`config.mk`:
```
export PLATFORM = sky130hd
export DESIGN_NAME = hop_sequence_generator_top
export DESIGN_NICKNAME = d
export VERILOG_FILES = /design/src/rtl/core/hsg_pkg.sv /design/src/rtl/core/hsg_ram.sv /design/src/rtl/core/hsg_rem.sv /design/src/rtl/core/hsg_datapath.sv /design/src/rtl/core/hsg_ctrl.sv /design/src/rtl/core/hop_sequence_generator_top.sv
export VERILOG_INCLUDE_DIRS = /design/src /design/src/rtl/core
export SDC_FILE = /design/constraint.sdc
export NUM_CORES = 2
export LEC_CHECK = 0
export CAP_MARGIN = 5
export CORE_MARGIN = 1.5
export CORE_UTILIZATION = 58
export DETAILED_ROUTE_END_ITERATION = 8
export DONT_BUFFER_PORTS = 1
export PLACE_DENSITY = 0.76
export SYNTH_ARGS = -nofsm -noshare
export SYNTH_HDL_FRONTEND = slang
export SYNTH_SLANG_ARGS = --single-unit
```
`constraint.sdc`:
```
create_clock -name clk -period 15.35 [get_ports clk]
set_clock_uncertainty 0.1 [all_clocks]
set_input_delay 2.3025 -clock clk [delete_from_list [all_inputs] [get_ports clk]]
set_output_delay 2.3025 -clock clk [all_outputs]
set_load 0.01 [all_outputs]
```
`src/rtl/core/assert_macros.svh`:
```
// Assertion helpers for the RTL.
`ifndef ASSERT_MACROS_SVH
`define ASSERT_MACROS_SVH

// same-cycle implication, held off while reset is active
`define HSG_ASSERT_NOW(label, clk, rst_n, ante, cons, msg) \
	label: assert property (@(posedge clk) disable iff (!rst_n) (ante) |-> (cons)) \
		else $error(msg);

// next-cycle implication
`define HSG_ASSERT_NEXT(label, clk, rst_n, ante, cons, msg) \
	label: assert property (@(posedge clk) disable iff (!rst_n) (ante) |=> (cons)) \
		else $error(msg);

`endif

```
`src/rtl/core/hsg_pkg.sv`:
```
`default_nettype none

package hsg_pkg;

	localparam int CHANNELS = 80;
	localparam int SEQ_LEN  = 240;

	localparam int CH_W       = 7;
	localparam int FREQ_W     = 32;
	localparam int STEP_W     = 24;
	localparam int SEED_W     = 32;
	localparam int HOP_W      = 16;
	localparam int CFG_IDX_W  = 1;
	localparam int CFG_DATA_W = 32;

	localparam int IDX_W    = $clog2(SEQ_LEN);
	localparam int POS_W    = $clog2(CHANNELS);
	localparam int SYNC_CH  = CHANNELS / 2;
	localparam int CHAN_MOD = CHANNELS - 1;
	localparam int DIV_MAX  = (SEQ_LEN > CHAN_MOD) ? SEQ_LEN : CHAN_MOD;
	localparam int DIV_W    = $clog2(DIV_MAX + 1);
	localparam int TGT_W    = $clog2(SEQ_LEN + CHANNELS);
	localparam int PROD_W   = CH_W + STEP_W;

	// remainder unit: dividend width and bits retired per cycle
	localparam int REM_BITS  = 32;
	localparam int REM_RADIX = 8;
	localparam int REM_STEPS = REM_BITS / REM_RADIX;
	localparam int REM_CNT_W = $clog2(REM_STEPS);

	localparam logic [FREQ_W-1:0] BASE_RESET = 32'd2400400000;
	localparam logic [STEP_W-1:0] STEP_RESET = 24'd1000000;

	typedef enum logic {
		OP_GEN    = 1'b0,
		OP_LOOKUP = 1'b1
	} op_t;

	typedef enum logic [CFG_IDX_W-1:0] {
		CFG_BASE = 1'b0,
		CFG_STEP = 1'b1
	} cfg_reg_t;

	typedef enum logic {
		DIV_SEQ  = 1'b0,
		DIV_CHAN = 1'b1
	} div_sel_t;

	typedef enum logic [1:0] {
		RD_IDX = 2'd0,
		RD_TGT = 2'd1,
		RD_LK  = 2'd2
	} rd_sel_t;

	typedef enum logic [3:0] {
		ST_IDLE,
		ST_FILL,
		ST_SH_CHK,
		ST_SH_MOD,
		ST_SH_RDI,
		ST_SH_RDT,
		ST_SH_WRI,
		ST_SH_WRT,
		ST_LK_MOD,
		ST_LK_RD,
		ST_LK_MUL,
		ST_LK_OUT
	} state_t;

	typedef struct packed {
		logic    gen_start;
		logic    lk_start;
		logic    fill_wr;
		logic    adv;
		logic    draw;
		rd_sel_t rd_sel;
		logic    cap_tmp;
		logic    wr_i;
		logic    wr_t;
		logic    mul;
		logic    out_load;
	} cmd_t;

	typedef struct packed {
		logic rem_busy;
		logic idx_last;
		logic pos_zero;
		logic tgt_ok;
	} sts_t;

	function automatic logic [SEED_W-1:0] xorshift32(input logic [SEED_W-1:0] s);
		logic [SEED_W-1:0] t;
		t = s ^ (s << 13);
		t = t ^ (t >> 17);
		t = t ^ (t << 5);
		return t;
	endfunction

endpackage

`default_nettype wire

```
`src/rtl/core/hsg_ram.sv`:
```
`default_nettype none

module hsg_ram #(
	parameter int WIDTH = 8,
	parameter int DEPTH = 256
) (
	input  wire logic                     clk,
	input  wire logic                     wr_en,
	input  wire logic [$clog2(DEPTH)-1:0] wr_addr,
	input  wire logic [WIDTH-1:0]         wr_data,
	input  wire logic [$clog2(DEPTH)-1:0] rd_addr,
	output logic      [WIDTH-1:0]         rd_data
);

	logic [WIDTH-1:0] mem [DEPTH];

	always_ff @(posedge clk) begin
		if (wr_en) begin
			mem[wr_addr] <= wr_data;
		end
		rd_data <= mem[rd_addr];
	end

endmodule

`default_nettype wire

```
`src/rtl/core/hsg_rem.sv`:
```
`default_nettype none

// Restoring remainder, REM_RADIX dividend bits per cycle, MSB first.
module hsg_rem (
	input  wire logic                      clk,
	input  wire logic                      arst_n,
	input  wire logic                      start,
	input  wire hsg_pkg::div_sel_t         sel,
	input  wire logic [hsg_pkg::REM_BITS-1:0] dividend,
	output logic                           busy,
	output logic [hsg_pkg::DIV_W-1:0]      rem
);

	import hsg_pkg::*;

	logic [REM_BITS-1:0]  dvd_q;
	logic [DIV_W-1:0]     rem_q;
	logic [DIV_W-1:0]     dsr_q;
	logic [REM_CNT_W-1:0] cnt_q;
	logic                 busy_q;
	logic [DIV_W-1:0]     rem_nxt;

	always_comb begin
		logic [DIV_W:0] r;
		r = {1'b0, rem_q};
		for (int j = 0; j < REM_RADIX; j++) begin
			r = {r[DIV_W-1:0], dvd_q[REM_BITS-1-j]};
			if (r >= {1'b0, dsr_q}) begin
				r = r - {1'b0, dsr_q};
			end
		end
		rem_nxt = r[DIV_W-1:0];
	end

	always_ff @(posedge clk or negedge arst_n) begin
		if (!arst_n) begin
			busy_q <= 1'b0;
			cnt_q  <= '0;
		end else if (start) begin
			busy_q <= 1'b1;
			cnt_q  <= '0;
		end else if (busy_q) begin
			cnt_q <= cnt_q + REM_CNT_W'(1);
			if (cnt_q == REM_CNT_W'(REM_STEPS - 1)) begin
				busy_q <= 1'b0;
			end
		end
	end

	always_ff @(posedge clk) begin
		if (start) begin
			dvd_q <= dividend;
			rem_q <= '0;
			dsr_q <= (sel == DIV_CHAN) ? DIV_W'(CHAN_MOD) : DIV_W'(SEQ_LEN);
		end else if (busy_q) begin
			dvd_q <= dvd_q << REM_RADIX;
			rem_q <= rem_nxt;
		end
	end

	assign busy = busy_q;
	assign rem  = rem_q;

endmodule

`default_nettype wire

```
`src/rtl/core/hsg_datapath.sv`:
```
`default_nettype none

module hsg_datapath (
	input  wire logic                          clk,
	input  wire logic                          arst_n,
	input  wire logic [hsg_pkg::SEED_W-1:0]    seed,
	input  wire logic [hsg_pkg::HOP_W-1:0]     hop_index,
	input  wire logic                          cfg_valid,
	input  wire logic [hsg_pkg::CFG_IDX_W-1:0] cfg_index,
	input  wire logic [hsg_pkg::CFG_DATA_W-1:0] cfg_data,
	input  wire hsg_pkg::cmd_t                 cmd,
	output hsg_pkg::sts_t                      sts,
	output logic                               done,
	output logic [hsg_pkg::CH_W-1:0]           channel,
	output logic [hsg_pkg::FREQ_W-1:0]         frequency_hz
);

	import hsg_pkg::*;

	logic [FREQ_W-1:0] base_q;
	logic [STEP_W-1:0] step_q;
	logic [SEED_W-1:0] rng_q;
	logic [SEED_W-1:0] rng_nxt;
	logic              tbl_valid_q;

	logic [IDX_W-1:0]  idx_q;
	logic [POS_W-1:0]  pos_q;
	logic [IDX_W-1:0]  off_q;
	logic [CH_W-1:0]   tmp_q;

	logic [CH_W-1:0]   ch_s1;
	logic [PROD_W-1:0] prod_s1;

	logic              done_q;
	logic [CH_W-1:0]   channel_q;
	logic [FREQ_W-1:0] freq_q;

	logic              rem_start;
	div_sel_t          rem_sel;
	logic [REM_BITS-1:0] rem_dvd;
	logic              rem_busy;
	logic [DIV_W-1:0]  rem_val;

	logic [TGT_W-1:0]  tgt;
	logic [CH_W-1:0]   fill_val;
	logic [CH_W-1:0]   lk_ch;
	logic              idx_last;

	logic              wr_en;
	logic [IDX_W-1:0]  wr_addr;
	logic [CH_W-1:0]   wr_data;
	logic [IDX_W-1:0]  rd_addr;
	logic [CH_W-1:0]   rd_data;

	// configuration
	always_ff @(posedge clk or negedge arst_n) begin
		if (!arst_n) begin
			base_q <= BASE_RESET;
			step_q <= STEP_RESET;
		end else if (cfg_valid) begin
			unique case (cfg_reg_t'(cfg_index))
				CFG_BASE: base_q <= cfg_data;
				CFG_STEP: step_q <= cfg_data[STEP_W-1:0];
				default:  ;
			endcase
		end
	end

	assign rng_nxt = xorshift32(rng_q);

	always_ff @(posedge clk or negedge arst_n) begin
		if (!arst_n) begin
			rng_q       <= '0;
			tbl_valid_q <= 1'b0;
		end else if (cmd.gen_start) begin
			rng_q       <= seed;
			tbl_valid_q <= 1'b1;
		end else if (cmd.draw) begin
			rng_q <= rng_nxt;
		end
	end

	// table walk: position within block and block offset track idx_q
	assign idx_last = (idx_q == IDX_W'(SEQ_LEN - 1));

	always_ff @(posedge clk or negedge arst_n) begin
		if (!arst_n) begin
			idx_q <= '0;
			pos_q <= '0;
			off_q <= '0;
		end else if (cmd.gen_start || (cmd.adv && idx_last)) begin
			idx_q <= '0;
			pos_q <= '0;
			off_q <= '0;
		end else if (cmd.adv) begin
			idx_q <= idx_q + IDX_W'(1);
			if (pos_q == POS_W'(CHANNELS - 1)) begin
				pos_q <= '0;
				off_q <= idx_q + IDX_W'(1);
			end else begin
				pos_q <= pos_q + POS_W'(1);
			end
		end
	end

	always_comb begin
		if (pos_q == '0) begin
			fill_val = CH_W'(SYNC_CH);
		end else if (pos_q == POS_W'(SYNC_CH)) begin
			fill_val = '0;
		end else begin
			fill_val = CH_W'(pos_q);
		end
	end

	// shared remainder unit: draw mod (CHANNELS-1), or hop index mod SEQ_LEN
	assign rem_start = cmd.draw | cmd.lk_start;
	assign rem_sel   = cmd.draw ? DIV_CHAN : DIV_SEQ;
	assign rem_dvd   = cmd.draw ? rng_nxt : REM_BITS'(hop_index);

	hsg_rem u_rem (
		.clk      (clk),
		.arst_n   (arst_n),
		.start    (rem_start),
		.sel      (rem_sel),
		.dividend (rem_dvd),
		.busy     (rem_busy),
		.rem      (rem_val)
	);

	assign tgt = TGT_W'(off_q) + TGT_W'(rem_val) + TGT_W'(1);

	always_comb begin
		wr_en   = cmd.fill_wr | cmd.wr_i | cmd.wr_t;
		wr_addr = idx_q;
		wr_data = fill_val;
		if (cmd.wr_i) begin
			wr_data = rd_data;
		end else if (cmd.wr_t) begin
			wr_addr = tgt[IDX_W-1:0];
			wr_data = tmp_q;
		end
	end

	always_comb begin
		unique case (cmd.rd_sel)
			RD_IDX:  rd_addr = idx_q;
			RD_TGT:  rd_addr = tgt[IDX_W-1:0];
			RD_LK:   rd_addr = rem_val[IDX_W-1:0];
			default: rd_addr = idx_q;
		endcase
	end

	hsg_ram #(
		.WIDTH (CH_W),
		.DEPTH (SEQ_LEN)
	) u_tbl (
		.clk     (clk),
		.wr_en   (wr_en),
		.wr_addr (wr_addr),
		.wr_data (wr_data),
		.rd_addr (rd_addr),
		.rd_data (rd_data)
	);

	always_ff @(posedge clk) begin
		if (cmd.cap_tmp) begin
			tmp_q <= rd_data;
		end
	end

	// table reads as zeros until the first generate rewrites it
	assign lk_ch = tbl_valid_q ? rd_data : '0;

	always_ff @(posedge clk) begin
		if (cmd.mul) begin
			ch_s1   <= lk_ch;
			prod_s1 <= PROD_W'(lk_ch) * PROD_W'(step_q);
		end
		if (cmd.out_load) begin
			channel_q <= ch_s1;
			freq_q    <= base_q + FREQ_W'(prod_s1);
		end
	end

	always_ff @(posedge clk or negedge arst_n) begin
		if (!arst_n) begin
			done_q <= 1'b0;
		end else begin
			done_q <= cmd.out_load;
		end
	end

	assign sts.rem_busy = rem_busy;
	assign sts.idx_last = idx_last;
	assign sts.pos_zero = (pos_q == '0);
	assign sts.tgt_ok   = (tgt < TGT_W'(SEQ_LEN));

	assign done         = done_q;
	assign channel      = channel_q;
	assign frequency_hz = freq_q;

endmodule

`default_nettype wire

```
`src/rtl/core/hsg_ctrl.sv`:
```
`default_nettype none

module hsg_ctrl (
	input  wire logic          clk,
	input  wire logic          arst_n,
	input  wire logic          start,
	input  wire logic          opcode,
	input  wire hsg_pkg::sts_t sts,
	output logic               busy,
	output hsg_pkg::cmd_t      cmd
);

	import hsg_pkg::*;

	`include "assert_macros.svh"

	state_t state_q;
	state_t state_nxt;

	always_ff @(posedge clk or negedge arst_n) begin
		if (!arst_n) begin
			state_q <= ST_IDLE;
		end else begin
			state_q <= state_nxt;
		end
	end

	always_comb begin
		state_nxt = state_q;
		unique case (state_q)
			ST_IDLE: begin
				if (start) begin
					state_nxt = (op_t'(opcode) == OP_GEN) ? ST_FILL : ST_LK_MOD;
				end
			end
			ST_FILL: begin
				if (sts.idx_last) state_nxt = ST_SH_CHK;
			end
			ST_SH_CHK: begin
				if (!sts.pos_zero) begin
					state_nxt = ST_SH_MOD;
				end else if (sts.idx_last) begin
					state_nxt = ST_IDLE;
				end
			end
			ST_SH_MOD: begin
				if (!sts.rem_busy) begin
					if (sts.tgt_ok) begin
						state_nxt = ST_SH_RDI;
					end else begin
						state_nxt = sts.idx_last ? ST_IDLE : ST_SH_CHK;
					end
				end
			end
			ST_SH_RDI: state_nxt = ST_SH_RDT;
			ST_SH_RDT: state_nxt = ST_SH_WRI;
			ST_SH_WRI: state_nxt = ST_SH_WRT;
			ST_SH_WRT: state_nxt = sts.idx_last ? ST_IDLE : ST_SH_CHK;
			ST_LK_MOD: begin
				if (!sts.rem_busy) state_nxt = ST_LK_RD;
			end
			ST_LK_RD:  state_nxt = ST_LK_MUL;
			ST_LK_MUL: state_nxt = ST_LK_OUT;
			ST_LK_OUT: state_nxt = ST_IDLE;
			default:   state_nxt = ST_IDLE;
		endcase
	end

	always_comb begin
		cmd  = '0;
		busy = 1'b1;
		cmd.rd_sel = RD_IDX;
		unique case (state_q)
			ST_IDLE: begin
				busy          = 1'b0;
				cmd.gen_start = start && (op_t'(opcode) == OP_GEN);
				cmd.lk_start  = start && (op_t'(opcode) == OP_LOOKUP);
			end
			ST_FILL: begin
				cmd.fill_wr = 1'b1;
				cmd.adv     = 1'b1;
			end
			ST_SH_CHK: begin
				// slot 0 of a block is never swapped and draws nothing
				cmd.adv  = sts.pos_zero;
				cmd.draw = !sts.pos_zero;
			end
			ST_SH_MOD: begin
				// target past the table end: value drawn, swap skipped
				cmd.adv = !sts.rem_busy && !sts.tgt_ok;
			end
			ST_SH_RDI: cmd.rd_sel = RD_IDX;
			ST_SH_RDT: begin
				cmd.rd_sel  = RD_TGT;
				cmd.cap_tmp = 1'b1;
			end
			ST_SH_WRI: cmd.wr_i = 1'b1;
			ST_SH_WRT: begin
				cmd.wr_t = 1'b1;
				cmd.adv  = 1'b1;
			end
			ST_LK_MOD: ;
			ST_LK_RD:  cmd.rd_sel = RD_LK;
			ST_LK_MUL: cmd.mul = 1'b1;
			ST_LK_OUT: cmd.out_load = 1'b1;
			default:   ;
		endcase
	end

	`HSG_ASSERT_NEXT(a_busy_after_request, clk, arst_n, start && !busy, busy, "busy not raised after request")
	`HSG_ASSERT_NOW(a_rem_idle_on_start, clk, arst_n, cmd.draw || cmd.lk_start, !sts.rem_busy, "remainder unit restarted while busy")
	`HSG_ASSERT_NOW(a_swap_in_range, clk, arst_n, state_q == ST_SH_RDI, sts.tgt_ok, "swap target beyond table")
	`HSG_ASSERT_NOW(a_one_writer, clk, arst_n, 1'b1, $onehot0({cmd.fill_wr, cmd.wr_i, cmd.wr_t}), "table written from two sources")

endmodule

`default_nettype wire

```
`src/rtl/core/hop_sequence_generator_top.sv`:
```
`default_nettype none

// channel  | handshake               | payload
// ---------+-------------------------+-------------------------------------
// request  | start / busy            | opcode, seed, hop_index
// result   | done (1-cycle strobe)   | channel, frequency_hz
// config   | cfg_valid / cfg_ready   | cfg_index, cfg_data
//
// Lookup: done strobes after the remainder unit (8 bits per cycle), the
// registered table read and the multiply; the next request can be taken in
// the strobe cycle. Generate: the table is filled over its SEQ_LEN slots,
// then each slot is walked: a block-leading slot is passed over, any other
// draws a value and is swapped with its target unless that falls past the table.
// Reset clears config to its defaults; the table reads as zeros until a generate.
// The receiver cannot stall: done flags each result for one cycle only.
module hop_sequence_generator_top (
	input  wire logic                           clk,
	input  wire logic                           arst_n,
	input  wire logic                           start,
	output logic                                busy,
	input  wire logic                           opcode,
	input  wire logic [hsg_pkg::SEED_W-1:0]     seed,
	input  wire logic [hsg_pkg::HOP_W-1:0]      hop_index,
	output logic                                done,
	output logic [hsg_pkg::CH_W-1:0]            channel,
	output logic [hsg_pkg::FREQ_W-1:0]          frequency_hz,
	input  wire logic                           cfg_valid,
	output logic                                cfg_ready,
	input  wire logic [hsg_pkg::CFG_IDX_W-1:0]  cfg_index,
	input  wire logic [hsg_pkg::CFG_DATA_W-1:0] cfg_data
);

	import hsg_pkg::*;

	cmd_t cmd;
	sts_t sts;

	assign cfg_ready = 1'b1;

	hsg_ctrl u_ctrl (
		.clk    (clk),
		.arst_n (arst_n),
		.start  (start),
		.opcode (opcode),
		.sts    (sts),
		.busy   (busy),
		.cmd    (cmd)
	);

	hsg_datapath u_dp (
		.clk          (clk),
		.arst_n       (arst_n),
		.seed         (seed),
		.hop_index    (hop_index),
		.cfg_valid    (cfg_valid),
		.cfg_index    (cfg_index),
		.cfg_data     (cfg_data),
		.cmd          (cmd),
		.sts          (sts),
		.done         (done),
		.channel      (channel),
		.frequency_hz (frequency_hz)
	);

endmodule

`default_nettype wire

```
==> impl_metrics.yaml <==
outcome:
  status: "complete, no violations"
hold_path:
  hold_depth: 0
  min_from: "u_dp.ch_s1[2]$_DFFE_PN_"
  min_path_type: "reg2reg"
  hold_end: "u_dp.channel[2]$_DFFE_PP_"
clocking:
  ctsHoldBuffers: 0
  cts_tree: "done"
  cts_htree_levels: 4
  clkTransAtPathRegs_ns: 0.07
  cts_root_buffer: "clkbuf_16"
  clockBufferDepth: 3
  clock_latency_ns: 0.83
  cts_buffers: 191
  clkSinkCount: 1933
final_layout:
  layout.cells.non_filler: 7772
  diodes: 0
  area_growth_pct: 10.3
  design_area_um2: 96000
  nets: 5944
  drive_above_1_share_pct: 17.8
critical_path:
  r2r-start: "u_dp.u_rem.dvd_q[31]$_DFFE_PP_"
  critical_path_class: "reg2reg"
  r2r_slack_ns: 0.63
  r2r-end: "u_dp.u_rem.rem[5]$_SDFFE_PN0P_"
  slowest_delay_ns: 0.53
  required_ns: 15.97
  cp-start-kind: "flop"
  reg2reg_depth: 73
  cpMaxStageDelayCell: "or4_4"
  cp_max_fo: 10
  crit_arrival_ns: 15.34
  path_common_cell: "ha_1"
  worst_setup_path_end_kind: "flop"
placement:
  placed_cells: 7403
  pre_cts_slack_ns: -0.170
  placed_cell_area_um2: 89600
  dpl.hpwl_um: 119000
  place.port_buffers: 0
  globalplace.congestion: 0.878
global_routing:
  overflow: 0
  grt_pass1_vias: 50200
  gr-usage-all-layers_pct: 26.8
  grt_max_degree: 241
  antenna_found_initial: 3
  grt_pass1_wl_um: 308000
timing:
  fin_crit_sh_pct: 95.9
  setup_ws_ns: 0.635
  worst_slew_pin_slew_ns: 1.28
  tns_ns: 0
  finalHoldViolations: 0
  finalSetupViolations: 0
  slew-limit-headroom_pct: 14.8
  max_freq_ghz: 0.0680
  final_max_slew_viol_count: 0
  period_needed_ns: 14.72
synthesis:
  async_flop_share_pct: 6.21
  syn_nets: 5935
  synth-edff-count: 1798
  ys_ff_latch: 1933
  synth_flop_cell: "edfxtp_1"
  syn_area_per_cell_um2: 15.6
  synth_cell_types: 111
  synthesis.instances: 5584
  yosysSeqAreaShare_pct: 65.8
  mappedNetlistArea_um2: 87100
  ys.warnings.count: 0
detailed_routing:
  drc: 0
  vias: 49800
  dr.first_iter.drc_count: 5631
  drtPass1Iterations: 7
  ant_nets: 0
  wl_um: 203000
  via_per_inst: 6.41
  wire_per_inst_um: 26.1
floorplanning:
  start_util_pct: 58.3
  die_x_um: 391
  rows: 142
  core_area_um2: 149000
  die_y_um: 391
  die-area_um2: 153000
  io_pins: 128
job:
  maxCapViolCount: 0
-- cells in the mapped netlist, types with 55 or more instances --
cell | n | area (um^2)
edfxtp_1 | 1798 | 54000
nand2_1 | 651 | 2440
mux4_2 | 421 | 9480
nor2_1 | 406 | 1520
clkbuf_1 | 230 | 863
inv_1 | 194 | 728
ha_1 | 153 | 1910
a21oi_1 | 138 | 691
nand3_1 | 119 | 596
xnor2_1 | 119 | 1040
fa_1 | 112 | 2240
and3_1 | 110 | 688
o21ai_0 | 108 | 541
dfrtp_1 | 101 | 2530
mux2_2 | 73 | 822
buf_1 | 67 | 251
a211oi_1 | 65 | 488
a311oi_1 | 59 | 517
xor2_1 | 55 | 482
-- registers in the layout (all words and copies together) (netlist names), 24 cells and up --
signal             flops
u_dp.frequency_hz     32
u_dp.prod_s1          31
u_dp.step_q           24
u_dp.rng_q            32
u_dp.u_tbl.mem      1680
u_dp.u_rem.dvd_q      32
u_dp.base_q           32
-- cells in the final DEF (no fill, tap or decap), types with 112 or more instances in the layout --
cell type | synthesis | routed
nor2_1 | 406 | 401
a21oi_1 | 138 | 125
buf_4 | 2 | 112
ha_1 | 153 | 149
nand3_1 | 119 | 119
mux4_2 | 421 | 421
fa_1 | 112 | 112
xnor2_1 | 119 | 118
inv_1 | 194 | 193
edfxtp_1 | 1798 | 1798
clkbuf_16 | 0 | 192
nand2_1 | 651 | 646
-- worst max-delay path: cells and delay by family (launching register included) --
| kind | cells | cell delay (ns) |
|---|---|---|
| adders and majority gates | 9 | 2.63 |
| xor gates and xnor gates | 2 | 0.24 |
| DFF | 1 | 0.46 |
| and+or+nand+nor | 25 | 4.44 |
| buffers and inverters | 8 | 0.91 |
| muxes | 2 | 0.77 |
| AOI/OAI and AO/OA | 27 | 5.01 |
-- metrics by stage --
stage | hold WS, ns | util (%)
CTS | 0.319 | 64.1
detailed placement | 0.305 | 60.0
global placement | 0.305 | 60.0
floorplan | 0.300 | -
global route | 0.325 | 64.3
finish | 0.318 | 64.3
-- final cells by class --
class	count	area, um^2
Tap cell	2016	2520
Inverter	195	733
Multi-Input combinational cell	3150	28300
Sequential cell	1933	57300
Clock buffer	236	4990
Fill cell	10100	53400
Timing Repair Buffer	122	1040
Clock inverter	120	1170
-- routing by layer --
| layer | vias to the layer above | wire [um] | global-route usage [%] |
|---|---|---|---|
| li1 | 21500 | - | - |
| met1 | 25300 | 78700 | 37.0 |
| met2 | 2585 | 99300 | 43.5 |
| met3 | 422 | 18500 | 5.13 |
| met4 | 2 | 6490 | 8.74 |
| met5 | - | 7 | 0 |
-- how the worst max path moves through the flow --
stage	slack [ns]	end	depth (start not counted)	startpoint
floorplan	0.001	u_dp.u_rem.rem[3]$_SDFFE_PN0P_	70	u_dp.u_rem.dsr_q[3]$_DFFE_PN_
global placement	0.04	u_dp.u_rem.rem[3]$_SDFFE_PN0P_	70	u_dp.u_rem.dsr_q[3]$_DFFE_PN_
detailed placement	-0.17	u_dp.u_rem.rem[3]$_SDFFE_PN0P_	70	u_dp.u_rem.dsr_q[5]$_DFFE_PN_
CTS	0.04	u_dp.u_rem.rem[3]$_SDFFE_PN0P_	68	u_dp.u_rem.dsr_q[3]$_DFFE_PN_
global route	-0.10	u_dp.u_rem.rem[3]$_SDFFE_PN0P_	69	u_dp.u_rem.dsr_q[3]$_DFFE_PN_
finish	0.63	u_dp.u_rem.rem[5]$_SDFFE_PN0P_	73	u_dp.u_rem.dvd_q[31]$_DFFE_PP_
-- repair_timing --
| item | 4_1_cts | 5_1_grt |
|---|---|---|
| buffers inserted | 0 | 13 |
| pin swaps | 0 | 14 |
| setup endpoints to repair | 7 | 8 |
| resized for setup | 5 | 30 |
-- logic make-up after synthesis --
| group | count (synthesis) | share of synthesized area (%) |
|---|---|---|
| other cells | 1 | 0.00430 |
| buf+inv | 501 | 2.19 |
| xor+xnor | 175 | 1.77 |
| mux | 539 | 12.4 |
| fa+ha+maj | 265 | 4.77 |
| compound gates | 678 | 5.51 |
| flops | 1933 | 65.8 |
| simple gates | 1492 | 7.57 |
Power is not shown: default switching activity piles up to over one toggle a cycle in this logic, so the estimate is an artifact.
